[src/rtl/cpfa_pkg.sv]
// Shared constants and types for the contiguous page frame allocator.
package cpfa_pkg;

    localparam int MAX_FRAMES  = 1024;
    localparam int FRAME_SHIFT = 12;
    localparam int ADDR_W      = 52;
    localparam int COUNT_W     = 11;
    localparam int WORD_W      = 32;
    localparam int WORDS       = MAX_FRAMES / WORD_W;
    localparam int WIDX_W      = $clog2(WORDS);
    localparam int WBIT_W      = $clog2(WORD_W);
    localparam int FIDX_W      = $clog2(MAX_FRAMES) + 1;
    localparam int LEN_W       = FIDX_W + 1;

    typedef logic [ADDR_W-1:0]  addr_t;
    typedef logic [COUNT_W-1:0] count_t;
    typedef logic [FIDX_W-1:0]  fidx_t;
    typedef logic [WIDX_W-1:0]  widx_t;
    typedef logic [WBIT_W-1:0]  wbit_t;
    typedef logic [LEN_W-1:0]   len_t;
    typedef logic [WORD_W-1:0]  word_t;

    localparam logic CMD_ALLOC = 1'b0;
    localparam logic CMD_FREE  = 1'b1;

    localparam logic CFG_REGION_BASE = 1'b0;
    localparam logic CFG_FRAME_COUNT = 1'b1;

endpackage

[src/rtl/contiguous_page_frame_allocator.sv]
// First-fit contiguous page frame allocator with a 1024-bit used map held as 32 words.
// Each accepted beat is decoded; an allocate then runs a first-fit scan of up to 32 words, and a
// successful allocate or a matching free of a nonzero count sweeps up to 32 words to set or clear
// its frames, one 32-frame word per cycle; the result then waits in the done state for the output.
// A new beat is taken only once the previous one is done and the block is idle, later while the
// previous result is stalled. Reset clears the used map, configuration and control state.
module contiguous_page_frame_allocator
(
    input  logic                          clk,
    input  logic                          rst_n,

    input  logic                          cfg_write,
    input  logic                          cfg_index,
    input  logic [cpfa_pkg::ADDR_W-1:0]   cfg_data,

    input  logic                          in_valid,
    output logic                          in_stall,
    input  logic                          cmd,
    input  logic [cpfa_pkg::COUNT_W-1:0]  page_count,
    input  logic [cpfa_pkg::ADDR_W-1:0]   address,

    output logic                          out_valid,
    input  logic                          out_stall,
    output logic [cpfa_pkg::ADDR_W-1:0]   result_address,
    output logic                          ok
);

    typedef enum logic [2:0]
    {
        ST_IDLE,
        ST_DECODE,
        ST_SCAN,
        ST_MARK,
        ST_DONE
    } state_t;

    localparam int WORD_W = cpfa_pkg::WORD_W;
    localparam int FIDX_W = cpfa_pkg::FIDX_W;
    localparam int LEN_W  = cpfa_pkg::LEN_W;

    // Configuration registers.
    cpfa_pkg::addr_t  region_base_reg;
    cpfa_pkg::count_t frame_count_reg;

    // The used map, one bit per frame, packed into words that the sequencer walks.
    cpfa_pkg::word_t  map_reg [cpfa_pkg::WORDS];

    // Sequencer state and the captured beat.
    state_t           state_reg;
    logic             cmd_reg;
    cpfa_pkg::count_t count_reg;
    cpfa_pkg::addr_t  addr_reg;
    cpfa_pkg::widx_t  w_reg;
    cpfa_pkg::fidx_t  carry_reg;
    cpfa_pkg::fidx_t  lo_reg;
    cpfa_pkg::fidx_t  hi_reg;
    logic             set_reg;
    logic             ok_reg;

    // Output register.
    logic             out_valid_reg;
    cpfa_pkg::addr_t  result_address_reg;
    logic             ok_out_reg;

    // Effective limit is the configured frame count clamped to the map size.
    cpfa_pkg::fidx_t  lim;

    // Free request decode: byte offset from the region base and the frame it names.
    cpfa_pkg::addr_t  offset;
    cpfa_pkg::fidx_t  free_idx;
    logic             free_match;
    logic [LEN_W-1:0] free_end;
    cpfa_pkg::fidx_t  free_hi;

    // Scan unit: works on one word of the map per cycle.
    cpfa_pkg::word_t  used_w;
    cpfa_pkg::word_t  found_w;
    cpfa_pkg::len_t   len_w [WORD_W];
    logic [cpfa_pkg::WBIT_W:0] last_w [WORD_W];
    cpfa_pkg::wbit_t  first_j;
    logic             any_found;
    cpfa_pkg::fidx_t  scan_start;
    cpfa_pkg::fidx_t  carry_next;
    logic             scan_last_word;

    // Sweep unit: sets or clears the bits of one word that fall in [lo, hi).
    cpfa_pkg::word_t  mask_w;
    cpfa_pkg::fidx_t  hi_minus_one;
    logic             mark_last_word;

    // Highest used bit at or below position j, with a flag that one exists.
    function automatic logic [cpfa_pkg::WBIT_W:0] last_used(cpfa_pkg::word_t u, int j);
        logic [cpfa_pkg::WBIT_W:0] r;
        r = '0;
        for (int k = 0; k < cpfa_pkg::WORD_W; k++)
        begin
            if (k <= j && u[k])
            begin
                r = {1'b1, cpfa_pkg::WBIT_W'(k)};
            end
        end
        return r;
    endfunction

    assign lim = (frame_count_reg > FIDX_W'(cpfa_pkg::MAX_FRAMES))
               ? FIDX_W'(cpfa_pkg::MAX_FRAMES) : frame_count_reg;

    // An address matches when the offset is frame aligned and its frame is below the limit.
    assign offset     = addr_reg - region_base_reg;
    assign free_idx   = offset[cpfa_pkg::FRAME_SHIFT +: FIDX_W];
    assign free_match = (offset[cpfa_pkg::FRAME_SHIFT-1:0] == '0)
                     && (offset[cpfa_pkg::ADDR_W-1:cpfa_pkg::FRAME_SHIFT+FIDX_W] == '0)
                     && (free_idx < lim);
    assign free_end   = LEN_W'(free_idx) + LEN_W'(count_reg);
    assign free_hi    = (free_end > LEN_W'(lim)) ? lim : free_end[FIDX_W-1:0];

    // Each bit of the current word is a frame; frames at or above the limit count as used.
    // The free run ending at bit j either reaches back into earlier words (carry) or
    // starts just past the last used bit in this word.
    always_comb
    begin
        for (int j = 0; j < WORD_W; j++)
        begin
            used_w[j] = map_reg[w_reg][j]
                     || (FIDX_W'({w_reg, cpfa_pkg::WBIT_W'(j)}) >= lim);
        end
        for (int j = 0; j < WORD_W; j++)
        begin
            last_w[j] = last_used(used_w, j);
            if (last_w[j][cpfa_pkg::WBIT_W])
            begin
                len_w[j] = LEN_W'(j) - LEN_W'(last_w[j][cpfa_pkg::WBIT_W-1:0]);
            end
            else
            begin
                len_w[j] = LEN_W'(carry_reg) + LEN_W'(j) + LEN_W'(1);
            end
            found_w[j] = !used_w[j] && (len_w[j] >= LEN_W'(count_reg));
        end
        first_j = '0;
        for (int j = WORD_W - 1; j >= 0; j--)
        begin
            if (found_w[j])
            begin
                first_j = cpfa_pkg::WBIT_W'(j);
            end
        end
    end

    assign any_found  = |found_w;
    assign scan_start = FIDX_W'({w_reg, first_j}) + FIDX_W'(1) - FIDX_W'(count_reg);
    assign carry_next = last_w[WORD_W-1][cpfa_pkg::WBIT_W]
                      ? FIDX_W'(WORD_W - 1) - FIDX_W'(last_w[WORD_W-1][cpfa_pkg::WBIT_W-1:0])
                      : carry_reg + FIDX_W'(WORD_W);
    // The scan ends once the next word would start at or beyond the limit.
    assign scan_last_word = (FIDX_W'({1'b0, w_reg} + 1) << cpfa_pkg::WBIT_W) >= lim;

    always_comb
    begin
        for (int j = 0; j < WORD_W; j++)
        begin
            mask_w[j] = (FIDX_W'({w_reg, cpfa_pkg::WBIT_W'(j)}) >= lo_reg)
                     && (FIDX_W'({w_reg, cpfa_pkg::WBIT_W'(j)}) < hi_reg);
        end
    end

    assign hi_minus_one   = hi_reg - FIDX_W'(1);
    assign mark_last_word = (w_reg == hi_minus_one[FIDX_W-2:cpfa_pkg::WBIT_W]);

    always_ff @(posedge clk or negedge rst_n)
    begin
        if (!rst_n)
        begin
            region_base_reg <= '0;
            frame_count_reg <= '0;
            for (int i = 0; i < cpfa_pkg::WORDS; i++)
            begin
                map_reg[i] <= '0;
            end
            state_reg     <= ST_IDLE;
            out_valid_reg <= 1'b0;
        end
        else
        begin
            if (cfg_write)
            begin
                case (cfg_index)
                    cpfa_pkg::CFG_REGION_BASE: region_base_reg <= cfg_data;
                    cpfa_pkg::CFG_FRAME_COUNT: frame_count_reg <= cfg_data[cpfa_pkg::COUNT_W-1:0];
                    default: ;
                endcase
            end

            // The output register loads from the done state when it is free or being
            // emptied this cycle, and otherwise drains when the receiver takes the beat.
            if (state_reg == ST_DONE && (!out_valid_reg || !out_stall))
            begin
                out_valid_reg <= 1'b1;
            end
            else if (out_valid_reg && !out_stall)
            begin
                out_valid_reg <= 1'b0;
            end

            case (state_reg)
                ST_IDLE:
                begin
                    if (in_valid)
                    begin
                        cmd_reg   <= cmd;
                        count_reg <= page_count;
                        addr_reg  <= address;
                        state_reg <= ST_DECODE;
                    end
                end

                ST_DECODE:
                begin
                    carry_reg <= '0;
                    if (cmd_reg == cpfa_pkg::CMD_ALLOC)
                    begin
                        ok_reg <= 1'b0;
                        w_reg  <= '0;
                        if (count_reg == '0 || count_reg > lim)
                        begin
                            state_reg <= ST_DONE;
                        end
                        else
                        begin
                            state_reg <= ST_SCAN;
                        end
                    end
                    else
                    begin
                        ok_reg  <= free_match;
                        lo_reg  <= free_idx;
                        hi_reg  <= free_hi;
                        set_reg <= 1'b0;
                        w_reg   <= free_idx[FIDX_W-2:cpfa_pkg::WBIT_W];
                        // A zero count frees nothing but still reports the match.
                        if (free_match && free_hi > free_idx)
                        begin
                            state_reg <= ST_MARK;
                        end
                        else
                        begin
                            state_reg <= ST_DONE;
                        end
                    end
                end

                ST_SCAN:
                begin
                    if (any_found)
                    begin
                        ok_reg    <= 1'b1;
                        lo_reg    <= scan_start;
                        hi_reg    <= scan_start + FIDX_W'(count_reg);
                        set_reg   <= 1'b1;
                        w_reg     <= scan_start[FIDX_W-2:cpfa_pkg::WBIT_W];
                        state_reg <= ST_MARK;
                    end
                    else if (scan_last_word)
                    begin
                        state_reg <= ST_DONE;
                    end
                    else
                    begin
                        w_reg     <= w_reg + 1'b1;
                        carry_reg <= carry_next;
                    end
                end

                ST_MARK:
                begin
                    if (set_reg)
                    begin
                        map_reg[w_reg] <= map_reg[w_reg] | mask_w;
                    end
                    else
                    begin
                        map_reg[w_reg] <= map_reg[w_reg] & ~mask_w;
                    end
                    if (mark_last_word)
                    begin
                        state_reg <= ST_DONE;
                    end
                    else
                    begin
                        w_reg <= w_reg + 1'b1;
                    end
                end

                ST_DONE:
                begin
                    // Wait until the output register is free or being emptied this cycle.
                    if (!out_valid_reg || !out_stall)
                    begin
                        ok_out_reg <= ok_reg;
                        if (ok_reg && cmd_reg == cpfa_pkg::CMD_ALLOC)
                        begin
                            result_address_reg <= region_base_reg
                                + cpfa_pkg::ADDR_W'({lo_reg, cpfa_pkg::FRAME_SHIFT'(0)});
                        end
                        else
                        begin
                            result_address_reg <= '0;
                        end
                        state_reg <= ST_IDLE;
                    end
                end

                default:
                begin
                    state_reg <= ST_IDLE;
                end
            endcase
        end
    end

    assign in_stall       = (state_reg != ST_IDLE);
    assign out_valid      = out_valid_reg;
    assign result_address = result_address_reg;
    assign ok             = ok_out_reg;

endmodule

[config.mk]
export PLATFORM = sky130hd
export DESIGN_NAME = contiguous_page_frame_allocator
export DESIGN_NICKNAME = d
export VERILOG_FILES = /design/src/rtl/cpfa_pkg.sv /design/src/rtl/contiguous_page_frame_allocator.sv
export SDC_FILE = /design/constraint.sdc
export NUM_CORES = 2
export LEC_CHECK = 0
export BUFFER_PORTS_ARGS = -buffer_cell sky130_fd_sc_hd__clkbuf_2
export CORE_MARGIN = 4
export CORE_UTILIZATION = 46
export DETAILED_ROUTE_END_ITERATION = 8
export GPL_ROUTABILITY_DRIVEN = 0
export MAX_ROUTING_LAYER = met4
export PLACE_DENSITY_LB_ADDON = 0.05
export SYNTH_ARGS = -nofsm -noshare
export SYNTH_HDL_FRONTEND = slang
export SYNTH_SLANG_ARGS = --single-unit
[constraint.sdc]
create_clock -name clk -period 18.3 [get_ports clk]
set_input_delay 1.83 -clock clk [delete_from_list [all_inputs] [get_ports clk]]
set_output_delay 1.83 -clock clk [all_outputs]
set_load 0.02 [all_outputs]
==> key figures <==
STA
  – RSZ-0062 raised after global routing: no
  – Sum Neg Setup Slack: 0 ns
  – Worst Tran Pin Value: 1.35 ns
  – Min Tclk post-route: 13.38 ns
  – Tcrit/Tclk final: 0.731
  – # setup viols final: 0
  – Final hold violation count: 0
  – Worst slew margin: 0.0986
  – Slew Limit Fails: 0
  – Clk_skew: 0.0276 ns
  – Highest clock rate: 0.0747 GHz

Layout
  – Fin cells: 10,746
  – Final core occ: 0.509
  – Max reg flops: 1,024
  – Final Net Count: 9,129
  – Fillers: 15,764
  – Area Overhead vs Synth: 10.0%
  – Share of cells above drive strength 1: 0.0997
  – Most frequent cells in the layout: nand2_1, o21ai_0, dfrtp_1
  – Commonest non-fill, non-tap cell in the layout: nand2_1

Setup path
  – WP buf/inv: 1
  – WP data required: 18.84 ns
  – Crit-path max cell delay: 0.85 ns
  – Worst Setup End Kind: register
  – Critical path type: register to register
  – Element type at the critical path start: register
  – Crit-path slowest cell: nor3_2
  – CP most frequent cell: o21ai_0
  – CP Data Arrival Time: 13.92 ns
  – Delay-heaviest family, CP: simple AND/OR/NAND/NOR gates
  – Worst-path fanout max: 18

Route
  – DRT iter0 DRCs: 7,040
  – Post-DRT Antenna Nets: 0
  – WL per Instance: 27.1 µm
  – Vias: 65,750
  – Drt total wl: 292,000 µm
  – First drt pass iteration count: 8
  – DRC viols: 0
  – Vias/cell: 6.12

CTS
  – Post-cts sizing count: 0
  – CTS Buffer Depth: 3
  – Clk Latency, worst-skew pair: 0.80 ns
  – Post-CTS Setup Bufs: 0
  – TritonCTS clock tree: done
  – Clk pin slew, worst setup/hold paths: 0.06 ns
  – Root buffer cell: clkbuf_16
  – CTS Hold Buffers Added: 0
  – H-tree Lvls: 4
  – Total CTS buffers: 141
  – Clk sinks: 1,248

Yosys
  – Yosys warnings: 0
  – Ys flop type: dfrtp_1
  – Gate Count Post-Synth: 8,501
  – Synth unique cells: 113
  – FF+latch count, synth: 1,248
  – Syn_area_per_cell: 9.10 µm²
  – Ys async rst share: 0.874
  – Cell accounting for the most synthesized area: dfrtp_1
  – Part of the Yosys area used for sequential elements: 0.414
  – Syn Std Cell Area: 0.0774 mm²
  – Syn_nets: 9,203
  – EDFF count, synth: 157
  – Share of the synthesized area in the top cell type: 0.353
  – Synth area leaders: dfrtp_1, ha_1, o21ai_0

Global routing
  – Global-route wire length before repair: 430,000 µm
  – Vias in the first global route: 63,250
  – Remaining global-route overflow: 0
  – Largest net degree at the start of global routing: 182
  – Initial antenna violation count: 6
  – Tot GR Track Use: 0.339

Die
  – Core ar.: 0.167 mm²
  – Die ar.: 0.175 mm²
  – Height of the chip: 418 µm
  – DIE WIDTH: 418 µm
  – IO Pins: 177
  – Cell row count: 150
  – Initial Util: 0.463

Run status
  – Run status: completed

Power
  – Clk pwr share: 0.213
  – P_sw: 6.05 mW
  – VDD IR-drop max: 0.132 mV
  – Combinational group share of total power: 0.535
  – Leak pwr: 38.4 nW
  – Tot Pwr: 13.6 mW
  – Net Sw Frac: 0.445
  – Reg power frac: 0.253
  – Pint: 7.54 mW
  – PwrDens: 160 mW/mm²

Placed design
  – Placed insts: 10,488
  – IO Port Bufs: 176
  – Hpwl dp: 190,000 µm

Run
  – Max Cap Viol: 0

Hold path
  – Tightest Hold Check Type: register to register
[power by group through the flow]
stage / Sequential [mW] / Clock (mW) / Combinational, mW
after CTS: 3.43 / 2.94 / 7.09
after global routing: 3.47 / 3.06 / 7.93
final: 3.43 / 2.89 / 7.26
after detailed placement: 3.48 / 0 / 7.05
after global placement: 3.47 / 0 / 6.99
after floorplan: 3.41 / 0 / 4.94
[metal layers]
metal,share of wire,global-route usage
met5,0,-
met4,0.037,0.111
met3,0.079,0.0574
met2,0.44,0.508
met1,0.44,0.469
[metrics by stage]
stage	setup WS [ns]	cell area [µm²]	hold slack, ns
2_1_floorplan	8.41	77400	0.443
3_3_place_gp	4.65	80400	0.456
3_5_place_dp	5.28	80400	0.469
4_1_cts	5.25	85100	0.481
5_1_grt	4.26	85100	0.492
6_report	4.92	85100	0.475
[Yosys cell counts (all sizes together), types with 60 or more instances]
| master | instances |
|---|---|
| buf | 126 |
| xor2 | 112 |
| nor2 | 491 |
| a21oi | 303 |
| nand2b | 80 |
| nand3 | 91 |
| dfrtp | 1091 |
| clkbuf | 454 |
| o21a | 60 |
| nand2 | 1372 |
| inv | 224 |
| o22ai | 239 |
| mux2i | 534 |
| xnor2 | 181 |
| mux2 | 106 |
| nor3 | 110 |
| nor4 | 94 |
| ha | 575 |
| o21ai | 1276 |
| edfxtp | 157 |
| nor2b | 69 |
| a21o | 111 |
[worst reg2reg max path, delay by kind of cell, from the launching register on]
family	cells	cell delay [ns]
AO/OA/AOI/OAI	18	4.37
XOR/XNOR	1	0.08
adder cells (fa/ha/maj)	7	2.09
buffers and inverters	1	0.43
flip-flops	1	0.83
multiplexers	1	0.27
AND/OR/NAND/NOR	19	5.08
[cell families after synthesis]
kind of cell / count (synthesis) / synth area share
and+or+nand+nor: 2570 / 0.150
AOI/OAI and AO/OA: 2354 / 0.177
DFF: 1248 / 0.414
buffers and inverters: 805 / 0.0442
muxes: 651 / 0.0877
adders and majority gates: 580 / 0.0943
xor gates and xnor gates: 293 / 0.0332
[path summary, 6_finish.rpt]
kind / start / to / slack, ns / cells after the start
max: frame_count_reg[10] / hi_reg[10] / 4.92 / 47
max reg2reg: frame_count_reg[10] / hi_reg[10] / 4.92 / 47
min in group asynchronous: rst_n / map_reg[72] / 1.04 / 1
min reg2reg: map_reg[199] / map_reg[199] / 0.47 / 2
max in group asynchronous: rst_n / map_reg[113] / 13.57 / 5
min: map_reg[199] / map_reg[199] / 0.47 / 2
[final cells by class]
class / instances / area [µm²] / area share
antenna: 8 / 20.0 / 0.000235
clock buffer: 197 / 4000 / 0.0470
clock inverter: 53 / 669 / 0.00786
inverter: 225 / 847 / 0.00995
multi-input combinational: 6448 / 42400 / 0.499
sequential: 1248 / 32000 / 0.376
tap: 2204 / 2760 / 0.0324
timing repair buffer: 363 / 2370 / 0.0278
(Power assumes the default switching activity.)
